<file path="src/rtl/column_transition_search_assert.svh">
// Assertion macros for the RTL.
// Each macro expects clk and rst_n in the scope where it is used.
`ifndef COLUMN_TRANSITION_SEARCH_ASSERT_SVH
`define COLUMN_TRANSITION_SEARCH_ASSERT_SVH

// Expression must hold at every clock edge outside reset.
`define CTS_ASSERT_ALWAYS(lbl, expr, msg) \
  lbl: assert property (@(posedge clk) disable iff (!rst_n) (expr)) else $error(msg);

// Consequent must hold in the cycle after the antecedent.
`define CTS_ASSERT_NEXT(lbl, ante, cons, msg) \
  lbl: assert property (@(posedge clk) disable iff (!rst_n) (ante) |=> (cons)) else $error(msg);

`endif

</file>
<file path="src/rtl/cts_pkg.sv">
package cts_pkg;

  localparam int MAX_WIDTH  = 1024;
  localparam int MAX_HEIGHT = 1024;

  localparam int PIX_W      = 8;
  localparam int COORD_W    = 10;
  localparam int HSUM_W     = 11;
  localparam int TOT_W      = 12;
  localparam int ADDR_W     = $clog2(MAX_WIDTH);
  localparam int CFG_IDX_W  = 3;
  localparam int CFG_DATA_W = 10;
  localparam int COL_ST_W   = COORD_W + 1;

  // register indexes
  localparam logic [CFG_IDX_W-1:0] REG_SEAM_LEFT       = 3'd0;
  localparam logic [CFG_IDX_W-1:0] REG_SEAM_RIGHT      = 3'd1;
  localparam logic [CFG_IDX_W-1:0] REG_START_ROW       = 3'd2;
  localparam logic [CFG_IDX_W-1:0] REG_STOP_ROW        = 3'd3;
  localparam logic [CFG_IDX_W-1:0] REG_BACKGROUND_TOP  = 3'd4;
  localparam logic [CFG_IDX_W-1:0] REG_THRESHOLD_LEVEL = 3'd5;

  // reset values
  localparam logic [COORD_W-1:0] RST_SEAM_LEFT       = 10'd0;
  localparam logic [COORD_W-1:0] RST_SEAM_RIGHT      = 10'd1023;
  localparam logic [COORD_W-1:0] RST_START_ROW       = 10'd0;
  localparam logic [COORD_W-1:0] RST_STOP_ROW        = 10'd1023;
  localparam logic               RST_BACKGROUND_TOP  = 1'b1;
  localparam logic [PIX_W-1:0]   RST_THRESHOLD_LEVEL = 8'd50;

  typedef struct packed {
    logic [COORD_W-1:0] seam_left;
    logic [COORD_W-1:0] seam_right;
    logic [COORD_W-1:0] start_row;
    logic [COORD_W-1:0] stop_row;
    logic               background_top;
    logic [PIX_W-1:0]   threshold_level;
  } cfg_t;

  // pixel word handed from the front stage to the update stage
  typedef struct packed {
    logic               has_col;
    logic [COORD_W-1:0] x;
    logic [COORD_W-1:0] row;
    logic [HSUM_W-1:0]  hsum;
  } item_t;

  typedef struct packed {
    logic               en;
    logic [ADDR_W-1:0]  addr;
  } rd_req_t;

  typedef struct packed {
    logic               found;
    logic [COORD_W-1:0] hit_row;
  } col_state_t;

endpackage

</file>
<file path="src/rtl/cts_front.sv">
module cts_front import cts_pkg::*; (
  input  logic               clk,
  input  logic               rst_n,
  input  logic               accept,
  input  logic [PIX_W-1:0]   pixel,
  input  logic [COORD_W-1:0] col,
  input  logic [COORD_W-1:0] row,
  input  logic               advance,
  output rd_req_t            rd_req,
  output logic               lb_we,
  output logic [HSUM_W-1:0]  lb_wdata,
  output item_t              item_r,
  output logic               item_valid_r
);

  logic [PIX_W-1:0]   recent_r [4];
  logic               in_range;
  logic               take;
  logic               has_col;
  logic [COORD_W-1:0] x;
  logic [HSUM_W-1:0]  hsum;
  item_t              item_nxt;

  assign in_range = (int'(col) < MAX_WIDTH) && (int'(row) < MAX_HEIGHT);
  assign take     = accept && in_range;
  assign has_col  = col >= COORD_W'(2);
  assign x        = col - COORD_W'(2);
  assign hsum     = HSUM_W'(pixel) + HSUM_W'(recent_r[0]) + HSUM_W'(recent_r[1])
                  + HSUM_W'(recent_r[2]) + HSUM_W'(recent_r[3]);

  assign rd_req.en   = take && has_col;
  assign rd_req.addr = ADDR_W'(x);
  assign lb_we       = take && has_col;
  assign lb_wdata    = hsum;

  assign item_nxt.has_col = has_col;
  assign item_nxt.x       = x;
  assign item_nxt.row     = row;
  assign item_nxt.hsum    = hsum;

  always_ff @(posedge clk) begin
    if (!rst_n) begin
      for (int i = 0; i < 4; i++) begin
        recent_r[i] <= '0;
      end
      item_valid_r <= 1'b0;
    end else begin
      if (take) begin
        recent_r[0] <= pixel;
        recent_r[1] <= recent_r[0];
        recent_r[2] <= recent_r[1];
        recent_r[3] <= recent_r[2];
      end
      if (advance) begin
        item_valid_r <= take;
      end
    end
  end

  always_ff @(posedge clk) begin
    if (advance) begin
      item_r <= item_nxt;
    end
  end

endmodule

</file>
<file path="config.mk">
export PLATFORM = sky130hd
export DESIGN_NAME = cts_front
export DESIGN_NICKNAME = d
export VERILOG_FILES = /design/src/rtl/column_transition_search_assert.svh /design/src/rtl/cts_pkg.sv /design/src/rtl/cts_front.sv
export SDC_FILE = /design/constraint.sdc
export NUM_CORES = 1
export LEC_CHECK = 0
export CAP_MARGIN = 20
export CORE_MARGIN = 5
export CORE_UTILIZATION = 60
export DETAILED_ROUTE_END_ITERATION = 7
export DONT_BUFFER_PORTS = 1
export PLACE_DENSITY_LB_ADDON = 0.12
export SYNTH_ARGS = -nofsm -noshare
export SYNTH_HDL_FRONTEND = slang
export SYNTH_SLANG_ARGS = --single-unit
</file>
<file path="constraint.sdc">
create_clock -name clk -period 17.53 [get_ports clk]
set_input_delay 5.259 -clock clk [delete_from_list [all_inputs] [get_ports clk]]
set_output_delay 5.259 -clock clk [all_outputs]
set_load 0.02 [all_outputs]
</file>
[Word level (Yosys, flattened, before mapping)]
Memories as Yosys holds them, arrays and structs flattened.
Index checks and enable logic that the tools add are counted.
Word-level totals
  logic and storage cells: 25
  memory bits (writable): 32
  output and inout port bits: 56
  register bits after elaboration: 33
  memories kept: 1
  bits of input ports: 32
Operators by class
  bitwise gates (word level): 4
  reduce and logical (&&, ||, !) cells: 1
  muxes and demuxes: 8
  add/sub/neg operators: 5
  order comparisons: 1
Memory list
  recent_r: depth 4, bits a word 8, read ports 4, clocked after Yosys merged registers in 0, wr ports 4, RTL line cts_front.sv:16  | logic [PIX_W-1:0] recent_r [4];
Operators with widths (number)
  8-bit 2-to-1 mux: 4
  10-bit by 8-bit adder with 11-bit output: 1
  11-bit by 8-bit adder with 11-bit output: 1
  9-bit by 8-bit adder with 10-bit output: 1
  10-bit by 2-bit >= comparator with 1-bit output (second input constant): 1
  10-bit by 2-bit subtractor with 10-bit output (second input constant): 1
  8-bit by 8-bit adder with 9-bit output: 1
  1-bit 2-to-1 mux: 4
  1-bit OR: 4
  1-bit logical AND: 1

[Logic depth before layout (Yosys ltp)]
Gate-level depths: netlist (run 1).
An unclocked memory read counts as a cell.
  depth in word-level cells: 5
  gate-level depth with buffers: 13
  mapped depth without buffers: 13

[Least setup slack after synthesis (run 1)]
Ideal clock, no wire load.
  path type: input-to-output
  start: input port pixel[3]
  end: output port lb_wdata[9]
  stages: 13
  setup slack: 3.901 ns
  data required time: 12.271 ns
  arrival time: 8.370 ns
  cell sequence: inv_1 > fa_1 > inv_1 > fa_1 > inv_1 > fa_1 > inv_1 > ha_1 > nor2b_1 > o2111ai_1 > nand3_1 > o41a_1 > xor2_1
On the way
  cells in the longest elaborated chain, start to end: 4
Ends and longest elaborated chain
  start: declaration: RTL line cts_front.sv:5  | input logic [PIX_W-1:0] pixel,
  8-bit by 8-bit adder with 9-bit output: RTL line cts_front.sv:28  | assign hsum = HSUM_W'(pixel) + HSUM_W'(recent_r[0]) + HSUM_W'(recent_r[1])
  9-bit by 8-bit adder with 10-bit output: RTL line cts_front.sv:28
  10-bit by 8-bit adder with 11-bit output: RTL line cts_front.sv:29  | + HSUM_W'(recent_r[2]) + HSUM_W'(recent_r[3]);
  11-bit by 8-bit adder with 11-bit output: RTL line cts_front.sv:29
  end: declaration: RTL line cts_front.sv:11  | output logic [HSUM_W-1:0] lb_wdata,
Every way passes these cells.

[Final worst setup path (run 1)]
Same ends and word-level chain as after synthesis.

==> results of run 1 <==
worst max path at each step:
stage,startpoint,endpoint,slack [ps],cells after the start
2_1_floorplan,pixel[3],lb_wdata[9],3900,13
3_3_place_gp,pixel[3],lb_wdata[9],3730,13
3_5_place_dp,pixel[3],lb_wdata[9],3670,13
4_1_cts,pixel[3],lb_wdata[9],3680,13
5_1_grt,pixel[3],lb_wdata[9],3510,13
6_report,pixel[3],lb_wdata[9],3710,13
cells by family after synthesis:
| logic type | Yosys count |
|---|---|
| buffers and inverters | 82 |
| adders and majority gates | 35 |
| DFF | 65 |
| AOI/OAI and AO/OA | 13 |
| and+or+nand+nor | 58 |
| xor gates and xnor gates | 14 |
| muxes | 1 |
cells in the mapped netlist (all sizes together), types with 2 or more instances:
cell    instances  share of area [%]
buf             2               0.44
or4             2               0.66
edfxtp         64                 56
and3           32                5.8
ha             12                4.4
nand2b          2               0.36
nand2           3               0.33
xnor2           7                1.8
nand3           2               0.29
nor2            8               0.88
clkbuf          6               0.66
nor2b           3               0.55
xor2            7                1.8
fa             23                 13
inv            74                8.1
o21ai           2               0.29
a21oi           3               0.44
nor3            3               0.44
state kept, by name, summed over array words and instances (netlist names):
name and flops:
item_valid_r 1, recent_r 32, item_r 32
final cells by class:
type | instances | area (um2) | share of cell area (%)
Sequential cell | 65 | 1942 | 52.13
Multi-Input combinational cell | 121 | 1174 | 31.51
Inverter | 74 | 277.8 | 7.457
Clock buffer | 10 | 127.6 | 3.426
Clock inverter | 6 | 106.4 | 2.855
Tap cell | 72 | 90.09 | 2.419
Timing Repair Buffer | 1 | 7.507 | 0.2015
through the flow:
stage | cells | total power (W) | utilization [%]
after floorplan | 268 | 0.0003557 | -
after global placement | 333 | 0.0003806 | 63.01
after detailed placement | 333 | 0.0003849 | 63.01
after CTS | 349 | 0.0005352 | 67.23
after global routing | 349 | 0.0005630 | 67.23
final | 349 | 0.0005292 | 67.23
worst max-delay path: cells and delay by family:
family / cells / cell delay (ps)
xor+xnor: 1 / 440
compound gates: 2 / 530
fa+ha+maj: 4 / 1850
buf+inv: 4 / 190
simple gates: 2 / 280
metal layers:
layer	vias to the layer above	share of wire [%]	GRT usage, %	wire length, um
met5	-	0	0	0
met4	0	1.1	7.770	67
met3	5	11	6.532	676
met2	76	46	26.84	2902
met1	906	42	25.62	2664
li1	877	-	-	-
power by group through the flow:
stage               logic, W  clock network [W]  registers, W
finish              0.000151           0.000150      0.000229
global route        0.000171           0.000161      0.000231
CTS                 0.000154           0.000152      0.000229
detailed placement  0.000153                  0      0.000232
global placement    0.000149                  0      0.000231
floorplan           0.000128                  0      0.000228
==> qor.yml, run 1 <==
status: "finished, final reports clean"
dr_total_vias: 1864
die_area_um2: 7330
rr_worst_depth: 13
grt_max_degree: 36
rsz0062_at_grt: "false"
relSlewSlack_pct: 57.51
nets: 339
drv_slew: 0
critPathMostFrequentCell: "inv_1"
place_hpwl_um: 4617
muxShareOfSynthArea_pct: 0.2918
path_max_fanout: 4
grt_pass1_wl_um: 10130
core-area_um2: 5540
reg2reg_from: "recent_r[0][3]"
finalCriticalPeriod_ps: 13820
critPathLaunchType: "input pin"
wl_per_cell_um: 18.08
crit_path_top_delay_cell: "fa_1"
diodes: 0
cts_tree: "done"
syn_area_um2: 3431
dpl_worst_slack_ps: 3674
hold-worst-slack_ps: 585.6
leakage_nw: 1.720
power_frac_comb_pct: 28.5
drc: 0
hold_class: "reg2reg"
post_cts_buffers: 0
ir_drop_mv: 0.07518
min_path_cells: 1
pwr-share-clk_pct: 28.3
gp_congestion: 0.7580
cts_resized: 0
grt_pass1_vias: 1893
ys_seq_elements: 65
synth-async-reset-ratio_pct: 0
worstMarginPinSlew_ps: 632.9
max_clock_freq_mhz: 72.36
yosys.area_share.xor_xnor_pct: 3.574
most-common-layout-cells: "inv_1 (74), edfxtp_1 (64), and3_1 (32)"
ys_types: 31
clock_latency_ps: 330
r2r_setup_slack_ps: 13630
power.density_nw_per_um2: 142.1
stdcell_area_um2: 3725
ant_nets: 0
nFillCells: 415
maxCapViolCount: 0
setup_viol: 0
internal_power_w: 0.0003425
syn2layout_area_growth_pct: 8.570
swShare_pct: 35.28
dieHeight_um: 85.62
clockBufferDepth: 2
synthesis.nets: 335
cts.clk_slew.worst_paths_ps: 70
ioPinCount: 88
vias_per_cell: 5.341
dr.first_iter.drc_count: 71
critical_path_class: "in2out"
crit_required_ps: 12270
path_cells: "inv_1, fa_1, inv_1, fa_1, inv_1, fa_1, inv_1, ha_1, nor2b_1, o2111ai_1, nand3_1, o41a_1, xor2_1"
drt_wl_total_um: 6311
min_to: "recent_r[2][5]"
drive_above_1_share_pct: 6.498
synth_fa_ha_area_share_pct: 17.80
end_kind: "primary output"
r2r-end: "item_r[9]"
cts_inserted_buffers: 9
timing.final.crit_share_pct: 78.83
die_w_um: 85.62
finClkSkew_ps: 6.899
yosysWarnings: 0
holdBufCountCts: 0
dr.pass1.iters: 4
dpl_cell_area_um2: 3491
synthSimpleGateAreaFrac_pct: 9.956
synth_seq_area_share_pct: 56.60
crit_arrival_ps: 8560
fp-row-count: 27
syn_area_per_cell_um2: 12.80
port_buffers: 0
synth_ff_type: "edfxtp_1"
p_switching_w: 0.0001867
synth_compound_area_share_pct: 2.589
seq_power_share_pct: 43.2
overflow: 0
grt.total_usage_pct: 18.54
final_common_cell: "inv_1"
syn_inst: 268
htreeDepth: 3
synth_top_family_by_area: "adder cells"
antenna_found_initial: 0
hold_start: "recent_r[1][5]"
hold_viol_final: 0
synth_edf_count: 64
tns_ps: 0
initial_utilization_pct: 61.92
layout_setup_ws_ps: 3711
max_stage_delay_ps: 540
cts_root_buf: "clkbuf_8"
cts.sinks: 65
Note: power is estimated with default switching activity, not from simulation.
==> run 2: changes to the inputs <==
CORE_UTILIZATION = 57   (was 60)
clock period = 12.3 ns   (was 17.53 ns; I/O delays follow)
==> qor.yml, run 2 (synthesis gave the netlist of run 1 again) <==
dieHeight_um: 87.58
dpl_cell_area_um2: 3490
crit_end: "lb_wdata[9]"
antenna_found_initial: 0
rsz0062_at_grt: "false"
critical_path_class: "in2out"
post_cts_buffers: 0
power_frac_comb_pct: 30.5
largestRegisters: "item_r: 32 flops, recent_r: 32 flops, item_valid_r: 1 flops"
tns_ps: 0
crit_required_ps: 8610
leakage_nw: 1.691
hold_viol_final: 0
grt_max_degree: 36
diodes: 0
cts.clk_slew.worst_paths_ps: 70
wl_per_cell_um: 16.79
dr_total_vias: 1846
grt_pass1_vias: 1788
r2r-end: "item_r[9]"
most-common-layout-cells: "inv_1 (74), edfxtp_1 (64), and3_1 (32)"
dpl_worst_slack_ps: 1602
ioPinCount: 88
final_cells: 350
swShare_pct: 36.82
drc: 0
finClkSkew_ps: 8.827
clock_latency_ps: 330
reg2reg_from: "recent_r[0][1]"
nFillCells: 484
dr.first_iter.drc_count: 57
grt_use_met2_pct: 23.15
ant_nets: 0
place_hpwl_um: 4406
drt_wl_total_um: 5876
setup_viol: 0
drv_slew: 0
vias_per_cell: 5.274
holdBufCountCts: 0
internal_power_w: 0.0004434
syn2layout_area_growth_pct: 6.783
drive_above_1_share_pct: 5.455
rr_worst_depth: 13
overflow: 0
grt_pass1_wl_um: 9287
power.density_nw_per_um2: 191.6
busiest_layer: "met2"
worstMarginPinSlew_ps: 792.4
dr.pass1.iters: 4
die_area_um2: 7670
grt.total_usage_pct: 16.39
fp-row-count: 28
cts_resized: 0
hold-worst-slack_ps: 585.2
cts.sinks: 65
cts_root_buf: "clkbuf_8"
core-area_um2: 5886
end_kind: "primary output"
port_buffers: 0
timing.final.crit_share_pct: 86.76
crit_arrival_ps: 6980
pwr-share-clk_pct: 23.3
seq_power_share_pct: 46.2
critPathLaunchType: "input pin"
dp.cells: 335
nets: 338
finalCriticalPeriod_ps: 10670
clockBufferDepth: 2
die_w_um: 87.58
htreeDepth: 3
stdcell_area_um2: 3664
use_met1_pct: 22.20
maxCapViolCount: 0
r2r_setup_slack_ps: 8400
hold_class: "reg2reg"
cts_inserted_buffers: 9
cts_tree: "done"
grt_use_met3_pct: 6.303
ir_drop_mv: 0.09447
path_max_fanout: 4
layout_setup_ws_ps: 1629
relSlewSlack_pct: 47.17
crit_start: "pixel[3]"
initial_utilization_pct: 58.29
status: "finished, final reports clean"
final-seq-area_um2: 1942
p_switching_w: 0.0002584
multi_input_area_um2: 1176
gp_congestion: 0.7074
final_common_cell: "inv_1"
max_clock_freq_mhz: 93.71
## run 2: power by group through the flow
| stage | combinational [W] | sequential [W] | clock [W] |
|---|---|---|---|
| 4_1_cts | 0.000218 | 0.000325 | 0.000167 |
| 2_1_floorplan | 0.000183 | 0.000324 | 0 |
| 3_5_place_dp | 0.000217 | 0.000330 | 0 |
| 6_report | 0.000214 | 0.000324 | 0.000163 |
| 3_3_place_gp | 0.000213 | 0.000329 | 0 |
| 5_1_grt | 0.000243 | 0.000328 | 0.000178 |
## run 2: area by class of cell
type                    count  area share, %
flip-flops and latches     65          53.01
clock inverters             6          1.366
inverters                  74          7.582
well taps                  75          2.561
multi-input cells         121          32.10
clock buffers               9          3.381
## run 2: through the flow
| stage | power [W] | util [%] |
|---|---|---|
| after floorplan | 0.0005069 | - |
| after global placement | 0.0005421 | 59.29 |
| after detailed placement | 0.0005470 | 59.29 |
| after CTS | 0.0007111 | 62.24 |
| after global routing | 0.0007485 | 62.24 |
| final | 0.0007018 | 62.24 |
## run 2: worst max-delay path, stage by stage
cell and delay, ps:
inv_1 40, fa_1 520, inv_1 50, fa_1 490, inv_1 50, fa_1 490
inv_1 40, ha_1 330, nor2b_1 160, o2111ai_1 190, nand3_1 120, o41a_1 350
xor2_1 450
## run 2: routing by layer
metal | wire length (um) | vias up
met5 | 0 | -
li1 | - | 874
met2 | 2455 | 75
met4 | 81 | 0
met1 | 2720 | 889
met3 | 619 | 8
## run 2: worst min-delay path by stage
stage                          end  cells after the start            from
floorplan           recent_r[1][7]                      1  recent_r[0][7]
global placement    recent_r[1][2]                      1  recent_r[0][2]
detailed placement  recent_r[2][4]                      1  recent_r[1][4]
CTS                 recent_r[2][4]                      1  recent_r[1][4]
global route        recent_r[1][4]                      1  recent_r[0][4]
finish              recent_r[2][4]                      1  recent_r[1][4]
